## src/rtl/gsp_pkg.sv

```systemverilog
// Shared types and constants of the shortest path block.
// No dependencies; imported by the top level, the sequencer and the checker.
package gsp_pkg;

	localparam int NODES_DEF       = 16;
	localparam int WEIGHT_BITS_DEF = 16;
	localparam int LEN_BITS        = 20;

	localparam logic [LEN_BITS-1:0] LEN_MAX = '1;

	localparam logic [1:0] OP_SET_EDGE      = 2'd0;
	localparam logic [1:0] OP_REMOVE_EDGE   = 2'd1;
	localparam logic [1:0] OP_REMOVE_VERTEX = 2'd2;
	localparam logic [1:0] OP_QUERY         = 2'd3;

	typedef struct packed {
		logic [1:0]  operation;
		logic [3:0]  source_vertex;
		logic [3:0]  dest_vertex;
		logic [15:0] edge_weight;
	} in_item_t;

	typedef struct packed {
		logic                path_found;
		logic [LEN_BITS-1:0] path_length;
	} out_item_t;

endpackage

```

## src/rtl/gsp_ctrl.sv

```systemverilog
// Sequencer of the shortest path block: clearing pass, edge edits and
// Bellman-Ford relaxation over the edge and distance memories. Uses gsp_pkg.
module gsp_ctrl #(
	parameter int NODES       = gsp_pkg::NODES_DEF,
	parameter int WEIGHT_BITS = gsp_pkg::WEIGHT_BITS_DEF,
	parameter int VIDX        = $clog2(NODES),
	parameter int EA          = $clog2(NODES * NODES),
	parameter int DB          = WEIGHT_BITS + $clog2(NODES) + 1
) (
	input  logic                   clk,
	input  logic                   arst_n,
	input  logic                   item_valid,
	input  gsp_pkg::in_item_t      item,
	output logic                   item_stall,
	output logic                   res_valid,
	output gsp_pkg::out_item_t     res,
	input  logic                   res_ready,
	output logic                   e_wr_en,
	output logic [EA-1:0]          e_wr_addr,
	output logic [WEIGHT_BITS:0]   e_wr_data,
	output logic                   e_rd_en,
	output logic [EA-1:0]          e_rd_addr,
	input  logic [WEIGHT_BITS:0]   e_rd_data,
	output logic                   d_wr_en,
	output logic [VIDX-1:0]        d_wr_addr,
	output logic [DB-1:0]          d_wr_data,
	output logic                   d_rd_en,
	output logic [VIDX-1:0]        d_rd_addr,
	input  logic [DB-1:0]          d_rd_data
);
	import gsp_pkg::*;

	localparam int CW = (DB > LEN_BITS) ? DB : LEN_BITS;
	localparam logic [EA-1:0]   CLR_LAST = EA'(NODES * NODES - 1);
	localparam logic [VIDX-1:0] IDX_LAST = VIDX'(NODES - 1);

	localparam logic [3:0] S_CLEAR  = 4'd0;
	localparam logic [3:0] S_IDLE   = 4'd1;
	localparam logic [3:0] S_VTX    = 4'd2;
	localparam logic [3:0] S_ROW    = 4'd3;
	localparam logic [3:0] S_ROWRD  = 4'd4;
	localparam logic [3:0] S_SWEEP  = 4'd5;
	localparam logic [3:0] S_ROWEND = 4'd6;
	localparam logic [3:0] S_FINRD  = 4'd7;
	localparam logic [3:0] S_FIN    = 4'd8;
	localparam logic [3:0] S_DONE   = 4'd9;

	logic [3:0]          state_q;
	logic [EA-1:0]       clr_q;
	logic [VIDX-1:0]     src_q, dst_q, i_q, j_q, k_q, round_q;
	logic                phase_q, changed_q;
	logic [NODES-1:0]    known_q;
	logic [DB-1:0]       di_q;
	logic                res_found_q;
	logic [LEN_BITS-1:0] res_len_q;

	logic            accept, src_ok, dst_ok, improve;
	logic [VIDX-1:0] src_in, dst_in;
	logic [DB-1:0]   cand;
	logic [CW-1:0]   d_ext;
	logic [3:0]      adv_state;
	logic [VIDX-1:0] adv_i, adv_round;
	logic            adv_changed;

	function automatic logic [EA-1:0] eaddr(input logic [VIDX-1:0] r,
			input logic [VIDX-1:0] c);
		eaddr = EA'(r) * EA'(NODES) + EA'(c);
	endfunction

	assign accept = item_valid && (state_q == S_IDLE);
	assign src_in = VIDX'(item.source_vertex);
	assign dst_in = VIDX'(item.dest_vertex);
	assign src_ok = 32'(item.source_vertex) < 32'(NODES);
	assign dst_ok = 32'(item.dest_vertex) < 32'(NODES);

	// relax edge (i, j): data of the read issued last cycle is present now
	assign cand    = di_q + DB'(e_rd_data[WEIGHT_BITS-1:0]);
	assign improve = (state_q == S_SWEEP) && e_rd_data[WEIGHT_BITS] &&
		(!known_q[j_q] || (cand < d_rd_data));
	assign d_ext   = CW'(d_rd_data);

	// advance to the next row, the next round or the final read
	always_comb begin
		adv_state   = S_ROW;
		adv_i       = i_q + VIDX'(1);
		adv_round   = round_q;
		adv_changed = changed_q;
		if (i_q == IDX_LAST) begin
			adv_i = '0;
			if (changed_q && (round_q != IDX_LAST)) begin
				adv_round   = round_q + VIDX'(1);
				adv_changed = 1'b0;
			end else begin
				adv_state = S_FINRD;
			end
		end
	end

	always_comb begin
		e_wr_en   = 1'b0;
		e_wr_addr = '0;
		e_wr_data = '0;
		e_rd_en   = 1'b0;
		e_rd_addr = '0;
		d_wr_en   = 1'b0;
		d_wr_addr = '0;
		d_wr_data = '0;
		d_rd_en   = 1'b0;
		d_rd_addr = '0;
		case (state_q)
			S_CLEAR: begin
				e_wr_en   = 1'b1;
				e_wr_addr = clr_q;
			end
			S_IDLE: begin
				if (accept && src_ok && dst_ok) begin
					case (item.operation)
						OP_SET_EDGE: begin
							e_wr_en   = 1'b1;
							e_wr_addr = eaddr(src_in, dst_in);
							e_wr_data = {1'b1, WEIGHT_BITS'(item.edge_weight)};
						end
						OP_REMOVE_EDGE: begin
							e_wr_en   = 1'b1;
							e_wr_addr = eaddr(src_in, dst_in);
						end
						OP_QUERY: begin
							d_wr_en   = 1'b1;
							d_wr_addr = src_in;
						end
						default: ;
					endcase
				end
			end
			S_VTX: begin
				e_wr_en   = 1'b1;
				e_wr_addr = phase_q ? eaddr(k_q, src_q) : eaddr(src_q, k_q);
			end
			S_ROW: begin
				d_rd_en   = 1'b1;
				d_rd_addr = i_q;
			end
			S_ROWRD: begin
				e_rd_en   = 1'b1;
				e_rd_addr = eaddr(i_q, VIDX'(0));
				d_rd_en   = 1'b1;
			end
			S_SWEEP: begin
				if (j_q != IDX_LAST) begin
					e_rd_en   = 1'b1;
					e_rd_addr = eaddr(i_q, j_q + VIDX'(1));
					d_rd_en   = 1'b1;
					d_rd_addr = j_q + VIDX'(1);
				end
				if (improve) begin
					d_wr_en   = 1'b1;
					d_wr_addr = j_q;
					d_wr_data = cand;
				end
			end
			S_FINRD: begin
				d_rd_en   = 1'b1;
				d_rd_addr = dst_q;
			end
			default: ;
		endcase
	end

	always_ff @(posedge clk or negedge arst_n) begin
		if (!arst_n) begin
			state_q   <= S_CLEAR;
			clr_q     <= '0;
			known_q   <= '0;
			changed_q <= 1'b0;
			i_q       <= '0;
			j_q       <= '0;
			k_q       <= '0;
			round_q   <= '0;
			phase_q   <= 1'b0;
		end else begin
			case (state_q)
				S_CLEAR: begin
					clr_q <= clr_q + EA'(1);
					if (clr_q == CLR_LAST) begin
						state_q <= S_IDLE;
					end
				end
				S_IDLE: begin
					if (accept) begin
						i_q       <= '0;
						k_q       <= '0;
						round_q   <= '0;
						phase_q   <= 1'b0;
						changed_q <= 1'b0;
						case (item.operation)
							OP_REMOVE_VERTEX: begin
								state_q <= src_ok ? S_VTX : S_DONE;
							end
							OP_QUERY: begin
								if (src_ok && dst_ok) begin
									known_q <= {{(NODES-1){1'b0}}, 1'b1} << src_in;
									state_q <= S_ROW;
								end else begin
									state_q <= S_DONE;
								end
							end
							default: begin
								state_q <= S_DONE;
							end
						endcase
					end
				end
				S_VTX: begin
					phase_q <= !phase_q;
					if (phase_q) begin
						if (k_q == IDX_LAST) begin
							state_q <= S_DONE;
						end else begin
							k_q <= k_q + VIDX'(1);
						end
					end
				end
				S_ROW: begin
					if (known_q[i_q]) begin
						state_q <= S_ROWRD;
					end else begin
						state_q   <= adv_state;
						i_q       <= adv_i;
						round_q   <= adv_round;
						changed_q <= adv_changed;
					end
				end
				S_ROWRD: begin
					j_q     <= '0;
					state_q <= S_SWEEP;
				end
				S_SWEEP: begin
					if (improve) begin
						known_q[j_q] <= 1'b1;
						changed_q    <= 1'b1;
					end
					if (j_q == IDX_LAST) begin
						state_q <= S_ROWEND;
					end else begin
						j_q <= j_q + VIDX'(1);
					end
				end
				S_ROWEND: begin
					state_q   <= adv_state;
					i_q       <= adv_i;
					round_q   <= adv_round;
					changed_q <= adv_changed;
				end
				S_FINRD: begin
					state_q <= known_q[dst_q] ? S_FIN : S_DONE;
				end
				S_FIN: begin
					state_q <= S_DONE;
				end
				S_DONE: begin
					if (res_ready) begin
						state_q <= S_IDLE;
					end
				end
				default: begin
					state_q <= S_IDLE;
				end
			endcase
		end
	end

	// payload registers
	always_ff @(posedge clk) begin
		if (accept) begin
			src_q       <= src_in;
			dst_q       <= dst_in;
			res_found_q <= 1'b0;
			res_len_q   <= '0;
		end
		if (state_q == S_ROWRD) begin
			di_q <= d_rd_data;
		end
		if (state_q == S_FIN) begin
			res_found_q <= 1'b1;
			res_len_q   <= (d_ext > CW'(LEN_MAX)) ? LEN_MAX : LEN_BITS'(d_ext);
		end
	end

	assign item_stall      = (state_q != S_IDLE);
	assign res_valid       = (state_q == S_DONE);
	assign res.path_found  = res_found_q;
	assign res.path_length = res_len_q;

endmodule

```

## config.mk

```make
export PLATFORM = sky130hd
export DESIGN_NAME = gsp_ctrl
export DESIGN_NICKNAME = d
export VERILOG_FILES = /design/src/rtl/gsp_pkg.sv /design/src/rtl/gsp_ctrl.sv
export SDC_FILE = /design/constraint.sdc
export NUM_CORES = 1
export LEC_CHECK = 0
export BUFFER_PORTS_ARGS = -buffer_cell sky130_fd_sc_hd__buf_4
export CELL_PAD_IN_SITES_DETAIL_PLACEMENT = 0
export CELL_PAD_IN_SITES_GLOBAL_PLACEMENT = 1
export CORE_MARGIN = 4
export CORE_UTILIZATION = 38
export DETAILED_ROUTE_END_ITERATION = 6
export GPL_ROUTABILITY_DRIVEN = 0
export PLACE_DENSITY = 0.87
export SLEW_MARGIN = 10
export SYNTH_ARGS = -nofsm -noshare
export SYNTH_HDL_FRONTEND = slang
export SYNTH_SLANG_ARGS = --single-unit
```

## constraint.sdc

```tcl
create_clock -name clk -period 4.8 [get_ports clk]
set_clock_uncertainty 0.1 [all_clocks]
set_input_delay 0.48 -clock clk [delete_from_list [all_inputs] [get_ports clk]]
set_output_delay 0.48 -clock clk [all_outputs]
set_load 0.01 [all_outputs]
```

==> metrics, run 1 <==
die width=142 um; Hold Fails Final Rpt=0; fraction of layout cells with a size suffix above 1=29.3%; Die Span Y=142 um; mean post-synth cell area=9.44 sq um; unrepaired setup endpoints after global routing=true; synthesized flop and latch total=96; DR DRC count=0; initial antenna violation count=0; pre-CTS setup slack=-0.153 ns; Max H-tree Level=3; synth unique cells=69; peak supply drop=224 uV; status=finished clean; cell taking the most area after synthesis=edfxtp_1; final max-slew violation count=0; fin cells=1,115; type of origin of the critical path=register; R2R setup slack=0.68 ns; Final ANT Viol Nets=0; Iter 0 DRT Violations=412; sequential share of the synthesized area=38.5%; number of synthesized flops with an enable pin=49; Pre-Repair DR Iteration Count=5; hold_ws=0.0251 ns; Wirelength per Cell=18.6 um; setup ws final=0.127 ns; Ys Warns=0; Clock Latency Late Sink=0.36 ns; Final nets=998; largest net degree at the start of global routing=47; Post-DP HPWL=16,000 um; CTS tree=done; Final period util=97.4%; Num CTS Buffers=9; vias in the first global route=5,990; Synth top area share=21.4%; WP data required=4.22 ns; ys async rst share=47.9%; Setup violations, final=0; arrival time of the worst setup path=4.09 ns; Top-Level Pins=157; Initial Util=39.3%; Pleak=0.00392 uW; GRT Util Overall=20.3%; Cell Area, Synth=0.00687 sq mm; Layout area overhead=29.5%; die footprint=0.0203 sq mm; DRT Wirelength=20,700 um; Max Cap Violations=0; Worst-Margin Slew=0.881 ns; min Tclk post-route=4.67 ns; post-route setup TNS=0 ns; Max Fclk=214 MHz; worst min path class=in2async; dpl cells=1,093; Clock Sink Count=96; core region area=0.0175 sq mm; syn_nets=841; Inserted Diodes=0; via count=6,295; WS Path Type=reg2out; CP max FO=8; PwrDens=442 mW/mm^2; Mapped Cells=728; GRT overflow=0; CTS Buffer Depth=2; relative slew slack=40.7%; DR vias/cell=5.65; Post-synth top flop=edfxtp_1; Setup crit end kind=primary output; first-pass GRT wire length=32,800 um; PortBufs=156; Area contributors post-synth=edfxtp_1 21%, dfrtp_1 17%, ha_1 8.0%; Core Rows=48; CTS clk-pin slew, worst paths=0.08 ns; CTS Root Cell=clkbuf_16
registers in the layout, indices dropped and copies added, names as in the netlist, 4 cells and up:
name,flops
dst_q,4
j_q,4
state_q,4
di_q,21
res_len_q,20
i_q,4
known_q,16
src_q,4
k_q,4
clr_q,8
round_q,4
cell type report:
cell class,instances,area (sq um)
fillers,1622,8580
multi-input cells,529,4020
flip-flops and latches,96,2640
repair buffers,183,1400
well taps,225,282
clock buffers,10,250
inverters,66,248
clock inverters,6,56.3
cell usage in the layout (no fill, tap or decap), types with 5 or more instances in the layout:
| cell type | count |
|---|---|
| a21o_1 | 10 |
| o21ai_0 | 43 |
| mux2i_1 | 9 |
| xor2_1 | 7 |
| a311oi_1 | 21 |
| nand4_1 | 14 |
| edfxtp_1 | 49 |
| nand3_1 | 13 |
| nor2_1 | 40 |
| and3_1 | 8 |
| a211oi_1 | 13 |
| a211o_1 | 5 |
| a21boi_0 | 20 |
| ha_1 | 40 |
| buf_4 | 179 |
| a31oi_1 | 5 |
| xnor2_1 | 16 |
| clkbuf_16 | 10 |
| and2_1 | 24 |
| nor2b_1 | 18 |
| mux4_2 | 11 |
| nand2b_1 | 8 |
| dfrtp_1 | 46 |
| a21oi_1 | 46 |
| o21ai_1 | 9 |
| nor3_1 | 7 |
| nand2_1 | 45 |
| inv_1 | 63 |
worst max-delay path, stage by stage, from the launching register on:
cell and delay (ns):
edfxtp_1 0.35, ha_2 0.19, inv_2 0.04, fa_2 0.36, nand2b_4 0.15, a211o_1 0.32
a211o_1 0.28, o211ai_1 0.20, buf_4 0.22, xor2_4 0.19, ha_4 0.23, a21oi_2 0.10
o21ai_1 0.08, a211oi_2 0.26, o311ai_4 0.14, and2_4 0.21, buf_8 0.15, a31oi_1 0.14
buf_4 0.14
metal layers:
metal / wire, um / vias to the layer above / track usage, %
li1: - / 3003 / -
met1: 9030 / 3015 / 28.5
met2: 9910 / 255 / 33.1
met3: 1450 / 22 / 2.86
met4: 320 / 0 / 5.40
met5: 0 / - / 0
metrics by stage:
stage	util (%)	total power [uW]	area, sq um
6_report	50.9	3930	8900
5_1_grt	50.9	4190	8900
4_1_cts	49.9	3890	8720
3_5_place_dp	47.7	3120	8340
3_3_place_gp	47.7	3090	8340
2_1_floorplan	-	2480	6870
synth_stat cells, drive strengths merged (4+ instances only):
cell type,number
nor4,4
and2,25
a21boi,22
ha,44
nand2b,9
a21oi,51
nor2,42
nor2b,22
nand4,14
o21ai,56
dfrtp,46
a211o,5
buf,12
a311oi,21
xor2,9
a31oi,5
mux4,14
and3,8
edfxtp,49
mux2i,9
nand3,14
nand2,49
inv,65
nor3,11
a211oi,15
clkbuf,25
xnor2,16
a21o,10
power breakdown:
part / internal [uW] / switching (uW) / leakage (uW) / total [uW]
Sequential: 1130 / 304 / 0.00105 / 1430
Combinational: 830 / 905 / 0.00272 / 1730
Clock: 396 / 367 / 0.000149 / 764
path summary, 6_finish.rpt:
check                                 to   startpoint  depth (start not counted)
max                        d_wr_data[17]      di_q[0]                         18
min                           round_q[0]       arst_n                          1
max reg2reg                   known_q[3]      di_q[0]                         18
min reg2reg                  res_found_q  res_found_q                          1
max in group asynchronous    known_q[15]       arst_n                          1
min in group clk                dst_q[1]     item[17]                          1
kinds of logic after synthesis:
logic type	share of synthesized area, %
AND/OR/NAND/NOR	16.4
flip-flops	38.5
multiplexers	6.56
buffers and inverters	5.96
XOR/XNOR	3.19
AO/OA/AOI/OAI	21.1
adder cells (fa/ha/maj)	8.31
what timing repair did:
| item | 4_1_cts | 5_1_grt |
|---|---|---|
| setup endpoints to repair | 25 | 26 |
| hold buffers | 0 | 0 |
| resized for setup | 13 | 34 |
| pin swaps | 7 | 19 |
| setup buffers | 3 | 4 |
Note: power is estimated with default switching activity, not from simulation.
==> run 2: changes to the inputs <==
Settings changed: ABC_AREA set to 1, CORE_UTILIZATION 38 to 36.
==> metrics, run 2 <==
first-pass GRT wire length=34,600 um; Initial Util=36.5%; Cell Area, Synth=0.00708 sq mm; DR DRC count=0; Post-DP HPWL=17,100 um; Reg2Reg Capture Point=known_q[9]; CTS clk-pin slew, worst paths=0.08 ns; Synth top area share=20.8%; GRT Util Overall=19.6%; Setup crit end kind=primary output; worst r2r path cells=27; Psw=1570 uW; FF-to-FF Start=di_q[0]; max FFs per register=21; hold_buf cts=0; number of synthesized flops with an enable pin=49; simple-gate share of the synthesized area=27.0%; status=finished clean; Flop pwr share=35.7%; Setup violations, final=0; die width=148 um; Worst path top cell family by delay=simple AND/OR/NAND/NOR gates; most frequent cells in the layout=217 x nand2_1, 159 x buf_4, 153 x inv_1; arrival time of the worst setup path=3.88 ns; Max Fclk=224 MHz; relative slew slack=30.1%; Max H-tree Level=3; GRT overflow=0; dpl cells=1,355; post-synthesis compound-gate area fraction=13.6%; crit-path cells=ha_1, inv_1, fa_1, inv_1, nand2_1, inv_1, nand2_1, nand2_2, nand3_1, nand3_1, nand3_1, nand2_1, xor2_2, inv_1, ha_1, a21oi_1, a21oi_1, nor2_1, nand3_1, nand2_1, nand2_8, nor3_1, buf_4; Wirelength per Cell=15.8 um; Die Span Y=148 um; unrepaired setup endpoints after global routing=false; XOR/XNOR Fraction of Synth Area=3.22%; Clock Sink Count=96; via count=6,781; Num CTS Buffers=9; Biggest register=di_q; fin cells=1,371; Pre-Repair DR Iteration Count=5; DR vias/cell=4.95; Inserted Diodes=0; type of origin of the critical path=register; Clk pwr share=19.2%; cell taking the most area after synthesis=edfxtp_1; initial antenna violation count=0; pre-CTS setup slack=0.325 ns; Area contributors post-synth=edfxtp_1 21%, dfrtp_1 16%, nand2_1 12%; Buffers & Inverters on Critical Path=5; final core occ=45.2%; Layout area overhead=23.8%; vias in the first global route=6,692; Top-Level Pins=157; Max Cap Violations=0; min Tclk post-route=4.46 ns; Top Registers=di_q: 21 flops, res_len_q: 20 flops, known_q: 16 flops; CP max stage cell=fa_1; largest net degree at the start of global routing=47; CTS Root Cell=clkbuf_16; WS Path Type=reg2out; sw frac=43.3%; fraction of layout cells with a size suffix above 1=19.1%; mean post-synth cell area=7.42 sq um; cell with the most instances after synthesis=nand2_1; commonest non-fill, non-tap cell in the layout=nand2_1; syn_nets=1,067; Iter 0 DRT Violations=468; Final ANT Viol Nets=0; Ys Warns=0; peak supply drop=196 uV; Core Rows=51; die footprint=0.0220 sq mm; Crit path largest cell delay=0.35 ns; combinational share of power=45.2%; Pint=2060 uW; R2R setup slack=0.81 ns; sequential share of the synthesized area=37.3%; PwrDens=414 mW/mm^2; Mapped Cells=954; ys async rst share=47.9%; Final period util=93.0%; worst min path class=in2async; CTS tree=done; largest family of logic cells by synthesized area=simple AND/OR/NAND/NOR gates; Worst-Margin Slew=1.05 ns; CP Launch Point=di_q[0]; Post-synth top flop=edfxtp_1; Hold Fails Final Rpt=0; # Post-CTS Setup Buffers=0; Adder-Cell Fraction of Synth Area=8.06%; Final nets=1,214; Commonest cells post-synth=218 x nand2_1, 153 x inv_1, 82 x nor2_1; core region area=0.0194 sq mm; Tot Pwr=3630 uW; PortBufs=156; mux share of post-synthesis cell area=0%; CTS Buffer Depth=2; CP max FO=28; Pleak=0.00436 uW; final max-slew violation count=0; DRT Wirelength=21,600 um; setup ws final=0.336 ns; Clock Latency Late Sink=0.36 ns; synthesized flop and latch total=96; WP data required=4.22 ns; synth unique cells=46; post-route setup TNS=0 ns
## run 2: cells by family after synthesis
kind of cell / Yosys count
and+or+nand+nor: 425
AOI/OAI and AO/OA: 172
xor gates and xnor gates: 26
DFF: 96
buffers and inverters: 190
adders and majority gates: 45
## run 2: area by class of cell
type	count	area [sq um]
Tap cell	265	332
Fill cell	2024	10600
Timing Repair Buffer	159	1190
Multi-Input combinational cell	668	3690
Sequential cell	96	2640
Clock buffer	12	246
Clock inverter	4	28.8
Inverter	167	629
## run 2: power by group through the flow
stage	logic [uW]	registers (uW)	clock network, uW
2_1_floorplan	1090	1250	0
3_3_place_gp	1620	1300	0
3_5_place_dp	1630	1310	0
4_1_cts	1640	1290	712
5_1_grt	1860	1320	744
6_report	1640	1290	695
## run 2: stage by stage
stage	area [sq um]	hold slack, ns
global route	8760	0.0972
global placement	8470	0.358
CTS	8740	0.0720
detailed placement	8470	0.356
floorplan	7080	0.0844
finish	8760	0.0538
## run 2: repair_timing
item,4_1_cts,5_1_grt
endpoints found under the hold margin,0,0
gates resized for setup,0,5
setup endpoints to repair,0,26
## run 2: layer usage
layer	share of wire, %	vias up	GRT usage, %
met1	46	3125	26.5
met2	46	220	32.3
met5	0	-	0
met4	1.9	0	5.73
met3	6.3	28	3.35
li1	-	3408	-
## run 2: worst max-delay path by stage
stage	end	cells past startpoint
floorplan	d_wr_addr[2]	26
global placement	d_wr_en	27
finish	d_wr_data[20]	23
detailed placement	d_wr_en	27
global route	d_wr_data[20]	25
CTS	d_wr_en	26
==> run 3: changes to the inputs <==
Settings changed: CORE_ASPECT_RATIO set to 0.5, CORE_UTILIZATION 36 to 40, PLACE_DENSITY 0.87 to 0.91.
Clock period 4.8 ns to 5 ns, I/O delays scaled along.
==> metrics, run 3 (synthesis results as in run 2) <==
cell mode on critical path=nand2_1; PwrDens=402 mW/mm^2; GRT Util Overall=20.7%; layout filler cell count=1,711; pre-CTS setup slack=0.456 ns; combinational share of power=44.8%; Final ANT Viol Nets=0; WP data required=4.40 ns; Pre-Repair DR Iteration Count=5; Setup crit end kind=primary output; Num CTS Buffers=9; hold_ws=0.0827 ns; Max H-tree Level=3; Met1 Wirelength=9310 um; CP max stage cell=fa_1; Core Rows=34; type of origin of the critical path=register; Max Fclk=222 MHz; unrepaired setup endpoints after global routing=false; final max-slew violation count=0; Hold Fails Final Rpt=0; Max Cap Violations=0; via count=6,922; Buffers & Inverters on Critical Path=5; CP max FO=28; Clock Latency Late Sink=0.34 ns; status=finished clean; Psw=1490 uW; Layout area overhead=23.3%; DR vias/cell=5.17; most frequent cells in the layout=218 x nand2_1, 158 x buf_4, 153 x inv_1; worst min path class=in2async; die width=196 um; PortBufs=156; CTS Buffer Depth=2; CTS Root Cell=clkbuf_16; Pleak=0.00436 uW; Crit path largest cell delay=0.35 ns; max FFs per register=21; min Tclk post-route=4.51 ns; Wirelength per Cell=15.9 um; Worst-Margin Slew=0.991 ns; CTS clk-pin slew, worst paths=0.06 ns; Inserted Diodes=0; # Post-CTS Setup Buffers=0; die footprint=0.0200 sq mm; Post-DP HPWL=16,500 um; routed length on met2=10,600 um; peak supply drop=223 uV; Clk pwr share=19.9%; sw frac=42.4%; Clock Sink Count=96; Initial Util=40.8%; post-route setup TNS=0 ns; WS Path Type=reg2out; Final nets=1,213; setup ws final=0.489 ns; DR DRC count=0; fraction of layout cells with a size suffix above 1=18.6%; Flop pwr share=35.3%; DRT Wirelength=21,300 um; relative slew slack=33.8%; initial antenna violation count=0; Tot Pwr=3500 uW; Iter 0 DRT Violations=497; Max Used Layer=met4; CTS tree=done; CTS resizes=0; Die Span Y=102 um; arrival time of the worst setup path=3.91 ns; Top Registers=di_q: 21 flops, res_len_q: 20 flops, known_q: 16 flops; largest net degree at the start of global routing=47; commonest non-fill, non-tap cell in the layout=nand2_1; Biggest register=di_q; first-pass GRT wire length=33,500 um; vias in the first global route=6,559; core region area=0.0174 sq mm; Pint=2020 uW; Setup violations, final=0; hold_buf cts=0; Worst path top cell family by delay=simple AND/OR/NAND/NOR gates; final core occ=50.3%; Met3 Wirelength=1090 um; Final period util=90.2%; GRT overflow=0; Top-Level Pins=157
## run 3: layout make-up
type	instances	area [sq um]	share of cell area, %
clock buffer	14	287	3.28
clock inverter	2	12.5	0.143
inverter	167	629	7.21
multi-input combinational	668	3680	42.1
sequential	96	2640	30.3
tap	234	293	3.35
timing repair buffer	158	1190	13.6
## run 3: path summary, 6_finish.rpt
path                                from           end  slack, ns  cells after the start
setup / recovery                 di_q[0]  d_wr_addr[1]       0.49                     25
hold / removal                    arst_n    round_q[1]       0.08                      1
setup reg to reg                 di_q[0]    known_q[6]       1.00                     27
hold reg to reg                 clr_q[4]      clr_q[4]       0.38                      1
max in group asynchronous         arst_n   known_q[12]       4.30                      1
min in group clk           d_rd_data[11]      di_q[11]       0.24                      1
## run 3: through the flow
step                instance area (sq um)  std cells
floorplan                            7080        954
global placement                     8420       1323
detailed placement                   8420       1323
CTS                                  8720       1339
global route                         8730       1339
finish                               8730       1339
## run 3: metal layers
metal	GRT usage, %	vias up
li1	-	3409
met1	27.3	3277
met2	36.4	208
met3	2.90	28
met4	5.79	0
met5	0	-
## run 3: power groups by stage
| stage | Clock (uW) | Combinational [uW] | Sequential [uW] |
|---|---|---|---|
| floorplan | 0 | 1050 | 1200 |
| global placement | 0 | 1550 | 1240 |
| detailed placement | 0 | 1560 | 1250 |
| CTS | 709 | 1570 | 1230 |
| global route | 743 | 1760 | 1260 |
| finish | 696 | 1570 | 1240 |
## run 3: worst reg2reg max path, delay by kind of cell, from the launching register on
family	cells	cell delay, ns
buffers and inverters	5	0.54
and+or+nand+nor	17	1.81
AOI/OAI and AO/OA	1	0.06
xor gates and xnor gates	1	0.21
DFF	1	0.32
adders and majority gates	3	0.85
